$ cat src/sv/hsv_to_rgb_assert.svh
// Assertion macros shared by the hsv_to_rgb RTL.
// No dependencies; included by files that check their own pipeline logic.
`ifndef HSV_TO_RGB_ASSERT_SVH
`define HSV_TO_RGB_ASSERT_SVH

// Condition must hold at every clock edge outside reset
`define HSVR_ASSERT_ALWAYS(label, clk, rst, cond, msg) \
  label: assert property (@(posedge clk) disable iff (rst) (cond)) else $error(msg);

// Antecedent implies consequent in the same cycle
`define HSVR_ASSERT_IMPL(label, clk, rst, ante, cons, msg) \
  label: assert property (@(posedge clk) disable iff (rst) (ante) |-> (cons)) else $error(msg);

// Antecedent implies consequent in the next cycle
`define HSVR_ASSERT_NEXT(label, clk, rst, ante, cons, msg) \
  label: assert property (@(posedge clk) disable iff (rst) (ante) |=> (cons)) else $error(msg);

`endif

$ cat src/sv/hsvr_pkg.sv
// Shared constants, types and helpers for the HSV to RGB converter.
// No dependencies; used by hsvr_quant and hsv_to_rgb.
package hsvr_pkg;

  // Pipeline depth, input register to output register
  localparam int NUM_STAGES = 7;

  // Offset that lifts any 17-bit hue to a positive value (3 turns of 23040)
  localparam logic [17:0] HUE_OFFSET = 18'd69120;
  // One 60 degree sector in 1/64 degree units
  localparam logic [11:0] SECTOR_LEN = 12'd3840;
  // ceil(2^16 / 15): exact floor(x/15) for x below 4096
  localparam logic [12:0] RECIP15 = 13'd4370;
  // 43 / 256 gives exact floor(q/6) for q below 36
  localparam logic [5:0] RECIP6 = 6'd43;
  // Full-scale channel numerator, 65536 * 3840
  localparam logic [27:0] NUM_MAX = 28'd251658240;

  // Hue sectors, named by the colors they span
  localparam logic [2:0] SEC_RED_YEL = 3'd0;
  localparam logic [2:0] SEC_YEL_GRN = 3'd1;
  localparam logic [2:0] SEC_GRN_CYN = 3'd2;
  localparam logic [2:0] SEC_CYN_BLU = 3'd3;
  localparam logic [2:0] SEC_BLU_MAG = 3'd4;
  localparam logic [2:0] SEC_MAG_RED = 3'd5;

  // Stage loads for the quantizer tail of the pipeline
  typedef struct packed {
    logic adv_sum;
    logic adv_byte;
  } quant_ctl_t;

  // Clamp a signed 10-bit unit value to 0..256
  function automatic logic [8:0] clamp_unit(input logic [9:0] x);
    logic [8:0] res;
    if (x[9]) begin
      res = 9'd0;
    end else if (x[8:0] > 9'd256) begin
      res = 9'd256;
    end else begin
      res = x[8:0];
    end
    return res;
  endfunction

endpackage

$ cat src/sv/hsvr_quant.sv
// Two-stage rounding of one channel numerator to an 8-bit level.
// Depends on hsvr_pkg (constants, quant_ctl_t).
module hsvr_quant (
  input  logic               clk,
  input  hsvr_pkg::quant_ctl_t ctl,
  input  logic [27:0]        num,
  output logic [7:0]         level
);

  logic [36:0] scaled;
  logic [11:0] tsum;
  logic [24:0] prod;
  logic [8:0]  quo;

  // 510*N + D, then drop the power-of-two part of 2*D
  assign scaled = ({9'd0, num} << 9) - ({9'd0, num} << 1) + 37'(hsvr_pkg::NUM_MAX);

  always_ff @(posedge clk) begin
    if (ctl.adv_sum) begin
      tsum <= scaled[36:25];
    end
  end

  // Remaining divide by 15 through the reciprocal
  assign prod = 25'(tsum) * 25'(hsvr_pkg::RECIP15);
  assign quo  = prod[24:16];

  // Clamp and hold the level
  always_ff @(posedge clk) begin
    if (ctl.adv_byte) begin
      level <= (quo > 9'd255) ? 8'hFF : quo[7:0];
    end
  end

endmodule

$ cat src/sv/hsv_to_rgb.sv
// HSV to 8-bit RGB converter, top level: hue decode, products, channel select.
// Depends on hsvr_pkg, hsvr_quant and hsv_to_rgb_assert.svh.
//
//  Bus   Dir  Width  Beat contents
//  s_*   in   40     hue, saturation, brightness
//  m_*   out  24     red, green, blue
//
// Seven register stages; a beat taken on s_* moves through them in order to m_*.
// One pixel per clock unless m_* stalls; each stage holds its own valid bit.
// Ready runs back stage by stage, so bubbles close up during an output stall.
// Reset clears the valid bits only; data registers are not reset.
`include "hsv_to_rgb_assert.svh"

module hsv_to_rgb (
  input  logic        clk,
  input  logic        rst,
  input  logic        s_tvalid,
  output logic        s_tready,
  input  logic [39:0] s_tdata,   // [16:0] hue, [26:17] saturation, [36:27] brightness
  output logic        m_tvalid,
  input  logic        m_tready,
  output logic [23:0] m_tdata    // [7:0] red, [15:8] green, [23:16] blue
);

  localparam int NSTG = hsvr_pkg::NUM_STAGES;

  logic [NSTG:1]   vld;
  logic [NSTG:1]   vld_in;
  logic [NSTG+1:1] rdy;

  // Stage 1: clamped unit values and lifted hue
  logic [17:0] u1;
  logic [8:0]  sat1, val1;
  // Stage 2: sector count and chroma product
  logic [22:0] qprod;
  logic [5:0]  q2;
  logic [17:0] u2;
  logic [16:0] vs2;
  logic [8:0]  val2;
  // Stage 3: sector, ramp and offset terms
  logic [17:0] q3840, udiff;
  logic [11:0] frac;
  logic [10:0] qd;
  logic [2:0]  qd6;
  logic [4:0]  six_qd6;
  logic [5:0]  sec_full;
  logic [2:0]  sec_w;
  logic [2:0]  sec3;
  logic [11:0] g3;
  logic [16:0] vs3, d3;
  // Stage 4: chroma, ramp and offset numerators
  logic [28:0] nx_w, nc_w, nm_w;
  logic [27:0] nc4, nx4, nm4;
  logic [2:0]  sec4;
  // Stage 5: channel numerators
  logic [27:0] cv, xv;
  logic [27:0] n5 [3];
  logic [7:0]  level [3];

  hsvr_pkg::quant_ctl_t qctl;

  // Ready chain: a stage can load when it is empty or its successor loads
  always_comb begin
    rdy[NSTG+1] = m_tready;
    for (int i = NSTG; i >= 1; i--) begin
      rdy[i] = !vld[i] || rdy[i+1];
    end
  end

  assign vld_in   = {vld[NSTG-1:1], s_tvalid};
  assign s_tready = rdy[1];
  assign m_tvalid = vld[NSTG];

  // Advance valid bits
  always_ff @(posedge clk) begin
    if (rst) begin
      vld <= '0;
    end else begin
      for (int i = 1; i <= NSTG; i++) begin
        if (rdy[i]) begin
          vld[i] <= vld_in[i];
        end
      end
    end
  end

  // Stage 1: clamp and lift hue
  always_ff @(posedge clk) begin
    if (rdy[1]) begin
      u1   <= {s_tdata[16], s_tdata[16:0]} + hsvr_pkg::HUE_OFFSET;
      sat1 <= hsvr_pkg::clamp_unit(s_tdata[26:17]);
      val1 <= hsvr_pkg::clamp_unit(s_tdata[36:27]);
    end
  end

  // Stage 2: count whole sectors (divide by 256 then by 15), form V*S
  assign qprod = 23'(u1[17:8]) * 23'(hsvr_pkg::RECIP15);

  always_ff @(posedge clk) begin
    if (rdy[2]) begin
      q2   <= qprod[21:16];
      u2   <= u1;
      vs2  <= 17'(sat1) * 17'(val1);
      val2 <= val1;
    end
  end

  // Stage 3: in-sector offset, sector modulo six, ramp direction
  assign q3840    = {q2, 12'd0} - {4'd0, q2, 8'd0};
  assign udiff    = u2 - q3840;
  assign frac     = udiff[11:0];
  assign qd       = 11'(q2) * 11'(hsvr_pkg::RECIP6);
  assign qd6      = qd[10:8];
  assign six_qd6  = {qd6, 2'b00} + {1'b0, qd6, 1'b0};
  assign sec_full = q2 - {1'b0, six_qd6};
  assign sec_w    = sec_full[2:0];

  always_ff @(posedge clk) begin
    if (rdy[3]) begin
      sec3 <= sec_w;
      g3   <= sec_w[0] ? (hsvr_pkg::SECTOR_LEN - frac) : frac;
      vs3  <= vs2;
      d3   <= {val2, 8'd0} - vs2;
    end
  end

  // Stage 4: numerators over D = 65536 * 3840
  assign nx_w = 29'(vs3) * 29'(g3);
  assign nc_w = {vs3, 12'd0} - {4'd0, vs3, 8'd0};
  assign nm_w = {d3, 12'd0} - {4'd0, d3, 8'd0};

  always_ff @(posedge clk) begin
    if (rdy[4]) begin
      nx4  <= nx_w[27:0];
      nc4  <= nc_w[27:0];
      nm4  <= nm_w[27:0];
      sec4 <= sec3;
    end
  end

  // Stage 5: add the offset and permute by sector
  assign cv = nc4 + nm4;
  assign xv = nx4 + nm4;

  always_ff @(posedge clk) begin
    if (rdy[5]) begin
      case (sec4)
        hsvr_pkg::SEC_RED_YEL: begin
          n5[0] <= cv;  n5[1] <= xv;  n5[2] <= nm4;
        end
        hsvr_pkg::SEC_YEL_GRN: begin
          n5[0] <= xv;  n5[1] <= cv;  n5[2] <= nm4;
        end
        hsvr_pkg::SEC_GRN_CYN: begin
          n5[0] <= nm4; n5[1] <= cv;  n5[2] <= xv;
        end
        hsvr_pkg::SEC_CYN_BLU: begin
          n5[0] <= nm4; n5[1] <= xv;  n5[2] <= cv;
        end
        hsvr_pkg::SEC_BLU_MAG: begin
          n5[0] <= xv;  n5[1] <= nm4; n5[2] <= cv;
        end
        default: begin
          n5[0] <= cv;  n5[1] <= nm4; n5[2] <= xv;
        end
      endcase
    end
  end

  // Stages 6 and 7: round each channel
  assign qctl.adv_sum  = rdy[6];
  assign qctl.adv_byte = rdy[7];

  for (genvar k = 0; k < 3; k++) begin : g_chan
    hsvr_quant u_quant (
      .clk   (clk),
      .ctl   (qctl),
      .num   (n5[k]),
      .level (level[k])
    );
  end

  assign m_tdata = {level[2], level[1], level[0]};

  // Checks on pipeline control and arithmetic ranges
  `HSVR_ASSERT_NEXT(a_take_fills_s1, clk, rst, s_tvalid && s_tready, vld[1],
                    "beat taken but stage 1 empty")
  `HSVR_ASSERT_IMPL(a_full_stall, clk, rst, (&vld) && !m_tready, !s_tready,
                    "full pipeline took a beat during stall")
  `HSVR_ASSERT_IMPL(a_sector_range, clk, rst, vld[3],
                    (sec3 <= hsvr_pkg::SEC_MAG_RED) && (g3 <= hsvr_pkg::SECTOR_LEN),
                    "sector or ramp out of range")
  `HSVR_ASSERT_IMPL(a_ramp_below_chroma, clk, rst, vld[4], nx4 <= nc4,
                    "ramp term exceeds chroma")
  `HSVR_ASSERT_IMPL(a_num_full_scale, clk, rst, vld[5],
                    (n5[0] <= hsvr_pkg::NUM_MAX) && (n5[1] <= hsvr_pkg::NUM_MAX)
                    && (n5[2] <= hsvr_pkg::NUM_MAX),
                    "channel numerator above full scale")

endmodule

$ cat config.mk
export PLATFORM = sky130hd
export DESIGN_NAME = hsv_to_rgb
export DESIGN_NICKNAME = d
export VERILOG_FILES = /design/src/sv/hsvr_pkg.sv /design/src/sv/hsvr_quant.sv /design/src/sv/hsv_to_rgb.sv
export VERILOG_INCLUDE_DIRS = /design/src /design/src/sv
export SDC_FILE = /design/constraint.sdc
export NUM_CORES = 2
export LEC_CHECK = 0
export ABC_AREA = 1
export BUFFER_PORTS_ARGS = -buffer_cell sky130_fd_sc_hd__buf_2
export CAP_MARGIN = 20
export CORE_ASPECT_RATIO = 2
export CORE_UTILIZATION = 55
export DETAILED_ROUTE_END_ITERATION = 8
export PLACE_DENSITY = 0.74
export SLEW_MARGIN = 25
export SYNTH_ARGS = -nofsm -noshare
export SYNTH_HDL_FRONTEND = slang
export SYNTH_SLANG_ARGS = --single-unit
$ cat constraint.sdc
create_clock -name clk -period 6.6 [get_ports clk]
set_clock_uncertainty 0.15 [all_clocks]
set_input_delay 0.66 -clock clk [delete_from_list [all_inputs] [get_ports clk]]
set_output_delay 0.66 -clock clk [all_outputs]
set_load 0.02 [all_outputs]
Yosys cells after proc, flatten, opt, wreduce, memory -nomap -nowiden:

Memories as Yosys holds them, arrays and structs flattened.
Index checks and enable logic that the tools add are counted.

* input bits: 44
* bits in writable memories: 84
* register bits: 283
* memories: 1

* $add $sub $neg: 17
* reductions and logical operators: 18
* muxes and demuxes: 36
* $mul: 7
* eq/ne operators: 4
* $lt $le $gt $ge: 5
* bitwise gates (word level): 15

Memories
* n5: depth 3, width 28, read ports 3, clocked after memory_dff 0, write ports 3, RTL line hsv_to_rgb.sv:57 `logic [27:0] n5 [3];`

Operators with widths (count)
* $mux 28: 15
* $add 37x28->37 const B: 3
* $sub 37x29->37: 3
* $mul 12x12->24 const B: 3
* $add 28x28->28: 2
* $sub 28x25->28: 2
* $mul 17x12->28: 1
* $gt 9x8->1 const B: 3
* $mul 10x12->21 const B: 1
* $add 18x17->18 const B: 1
* $gt 9x9->1 const B: 2
* $mux 1: 18
* $mux 9: 2
* $mul 9x9->17: 1
* $sub 17x17->17: 1
* $or 1x1->1: 15
* $mux 12: 1
* $sub 1x12->12 const A: 1
* $sub 12x12->12: 1
* $sub 12x12->12 const A: 1
* $mul 6x6->10 const B: 1
* $logic_not 1->1: 7
* $logic_or 1x1->1: 7
* $eq 3x2->1 const B: 2
* 7 further kinds: 8

Longest topological paths before layout:

* depth after elaboration: 11
* depth in mapped cells: 22
* mapped depth without buffers: 21

Cells and area by module:

Synthesis repeated with hierarchy kept, for this count alone.

* cells, all modules: 5164
* area total of the unflattened synthesis: 40098.5 um^2

Modules (own cells, without submodules)
* hsv_to_rgb: area an instance 26803.2 um^2, cells an instance 3182, times used 1, seq. area each 8608.3 um^2
* hsvr_quant (g_chan[0].u_quant ...): area an instance 4486.8 um^2, cells an instance 679, times used 2, seq. area each 600.6 um^2
* hsvr_quant (g_chan[2].u_quant): area an instance 4321.6 um^2, cells an instance 624, times used 1, seq. area each 600.6 um^2

Least setup slack after synthesis:

No wires, ideal clock.

* path type: input port to output port
* from: input m_tready
* to: output s_tready
* path buffers: 0
* arrival: 5475 ps
* stages on the path: 10
* slack: 315 ps
* cell sequence: inv_2 > nand2_2 > nor2_4 > nand2_4 > nor2_1 > inv_1 > nor2_1 > inv_1 > nor2_1 > nand2_1

RTL lines
* start: declaration: RTL line hsv_to_rgb.sv:21 `input logic m_tready,`
* end: declaration: RTL line hsv_to_rgb.sv:18 `output logic s_tready,`

Worst setup path in the final report:

* from: register vs3[3]
* to: register nx4[27], data pin

* cells in the longest elaborated chain, start to end: 1

Ends and longest elaborated chain
* start: declaration: RTL line hsv_to_rgb.sv:50 `logic [16:0] vs3, d3;`
* start signal: assignment: RTL line hsv_to_rgb.sv:122 `vs3 <= vs2;`
* $mul 17x12->28: RTL line hsv_to_rgb.sv:128 `assign nx_w = 29'(vs3) * 29'(g3);`
* via nx_w[27]: RTL line hsv_to_rgb.sv:52 `logic [28:0] nx_w, nc_w, nm_w;`
* end signal: assignment: RTL line hsv_to_rgb.sv:134 `nx4 <= nx_w[27:0];`
* end: declaration: RTL line hsv_to_rgb.sv:53 `logic [27:0] nc4, nx4, nm4;`

The timed path passes the listed nets, and every way through them passes these cells.
A chain may end at the register's enable or synchronous reset.

==> metrics.yaml <==
outcome: "complete, no violations"
final_critical_period_ns: 5.99
max_slew.worst_pin.slew_ns: 1.12
grt_overflow_total: 0
reg2reg_from: "vs3[3]$_DFFE_PP_"
synth.ff_latch_count: 349
timing.critical_path.required_ns: 6.78
tritoncts.num_buffers: 36
dieArea_um2: 73100
design.portCount: 70
period_share: 0.907
htreeDepth: 2
detail_route.wirelength_um: 118000
rsz0062_at_grt: "false"
hp-start: "s_tdata[5]"
core_area_um2: 71000
report.final.setup_viol: 0
design.final.nets: 5923
hp-class: "in -> reg"
netlist_instances: 5035
mostFrequentLayoutCell: "nand2_1"
whs_endpoint: "u1[5]$_DFFE_PP_"
worstSetupPathType: "reg -> reg"
rrSetupSlack_ns: 0.61
grt_max_degree: 72
die_h_um: 381
number_of_global_route_vias_before_repair: 36012
tritoncts_num_sinks: 349
crit_arrival_ns: 6.17
cts-root-to-sink-buffers: 3
critPathMaxFanout: 10
worst_hold_path_depth: 1
clock_tree_from_tritoncts: "yes"
synth.net_count: 5877
mean_syn_cell_area_um2: 7.86
antenna_found_initial: 1
clock_tree.root_cell: "clkbuf_16"
hold_buffers: 0
setup_total_negative_slack_ns: 0
fill_cells: 6490
setup.worst_path.start_class: "flop"
viasPerCell: 5.64
hold_viol: 0
synthArstFlopShare: 0
grt_usage: 0.333
netlist_cell_types: 52
regToRegEndpoint: "nx4[27]$_DFFE_PP_"
post_route_cells_drive_above_1_share: 0.0392
route.detailed.drc: 0
chipWidth_um: 192
detailedPlacementHpwl_um: 99200
drt_iter0_markers: 1477
globalplace.congestion: 1.05
postSynth.topFlopCell: "edfxtp_1"
drtAntennaViolNets: 0
yosys_warnings: 0
post_synth_instance_area_um2: 39600
most-common-layout-cells: "nand2_1 (1198), inv_1 (992), ha_1 (565)"
ys_seq_area_frac: 0.263
worstSetupEndpointType: "flop"
site_row_count: 138
first_pass_grt_wire_length_um: 183000
cts.repair.resized: 0
num_vias: 33907
preCtsSetupSlack_ns: 0.747
final_critical_path_setup_slack_ns: 0.613
max-slew-margin-rel: 0.252
synth-edff-count: 342
drv_slew: 0
worstRegToRegCells: 18
area_delta_synth_final_pct: 6.24
dr.pass1.iters: 7
clock.fmax_ghz: 0.167
cap_viol_max_count: 0
worst_hold_margin_ns: 0.0837
postCtsSetupBuffers: 0
buffer_ports.inserted: 66
start_util: 0.557
avgRoutedWirePerCell_um: 19.6
cts.reportedPaths.clkPinSlew_ns: 0.07
clkLatencyLatePin_ns: 0.60
==> how the worst max path moves through the flow <==
stage                        endpoint  slack, ns              from
global route        nx4[27]$_DFFE_PP_       0.39  vs3[5]$_DFFE_PP_
finish              nx4[27]$_DFFE_PP_       0.61  vs3[3]$_DFFE_PP_
floorplan                    s_tready       0.31          m_tready
detailed placement  nx4[27]$_DFFE_PP_       0.75  vs3[3]$_DFFE_PP_
CTS                 nx4[27]$_DFFE_PP_       0.65  vs3[3]$_DFFE_PP_
global placement    nx4[27]$_DFFE_PP_       0.80  vs3[3]$_DFFE_PP_
==> critical path: stages, from the launching register on <==
cell and delay, ns:
edfxtp_1 0.79, buf_4 0.28, nand2_1 0.08, fa_1 0.43
fa_1 0.52, fa_1 0.50, inv_1 0.06, fa_1 0.53
inv_1 0.06, fa_1 0.52, inv_1 0.04, ha_1 0.39
a21oi_1 0.30, o21ai_0 0.17, a21oi_1 0.44, or2_2 0.24
nand3_1 0.08, nand2_1 0.08, nand2_1 0.05
==> through the flow <==
stage	cell area, um^2	cells	util
after global routing	42000	6015	0.592
final	42000	6016	0.592
after CTS	42000	6015	0.592
after detailed placement	40900	5953	0.576
after floorplan	39600	5035	-
after global placement	40900	5953	0.576
==> logic make-up (layout without fill, tap and decap cells) <==
family,after synthesis,count (layout),synth area share
AOI/OAI and AO/OA,538,538,0.0775
and+or+nand+nor,2112,2112,0.226
buffers and inverters,1090,1160,0.104
adders and majority gates,798,798,0.297
other,0,1,0
xor gates and xnor gates,148,148,0.0328
DFF,349,349,0.263
==> sequential cells by signal, indices dropped and copies added (netlist names), 12 cells and up <==
name,cells
nc4,20
nm4,19
vs3,17
u1,18
g_chan.u_quant.tsum,36
u2,12
nx4,28
vs2,17
d3,16
g_chan.u_quant.level,24
n5,84
g3,12
==> Yosys cell counts, types with 15 or more instances <==
cell type,number,area [um^2]
nand2_1,1199,4500
inv_1,995,3730
ha_1,565,7070
nor2_1,389,1460
edfxtp_1,342,10300
nand3_1,289,1450
a21oi_1,251,1260
fa_1,233,4660
o21ai_0,123,616
xor2_1,106,928
nand4_1,96,601
clkbuf_1,65,244
nor3_1,56,280
xnor2_1,42,368
o21bai_1,37,278
a21o_1,28,210
nand3b_1,28,210
o211ai_1,21,158
o22ai_1,16,100
inv_2,15,56.3
or2_2,15,93.8
==> layout make-up <==
class                      count  area, um^2  share of cell area
clock inverter                21         216             0.00515
antenna                        1        2.50           0.0000596
timing repair buffer          87         488              0.0116
multi-input combinational   3596       25100               0.596
sequential                   349       10400               0.248
tap                          910        1140              0.0271
clock buffer                  41         920              0.0219
inverter                    1011        3790              0.0903
==> routing by layer <==
layer / wire length, um / vias to the layer above / track usage
met4: 13900 / 0 / 0.330
li1: - / 16379 / -
met2: 66400 / 1013 / 0.668
met3: 4580 / 612 / 0.0556
met1: 33000 / 15903 / 0.245
met5: 0 / - / 0
Power is left out: the tool's default activity adds up to more than one toggle a clock period on the data nets, which glitch-free logic cannot reach.
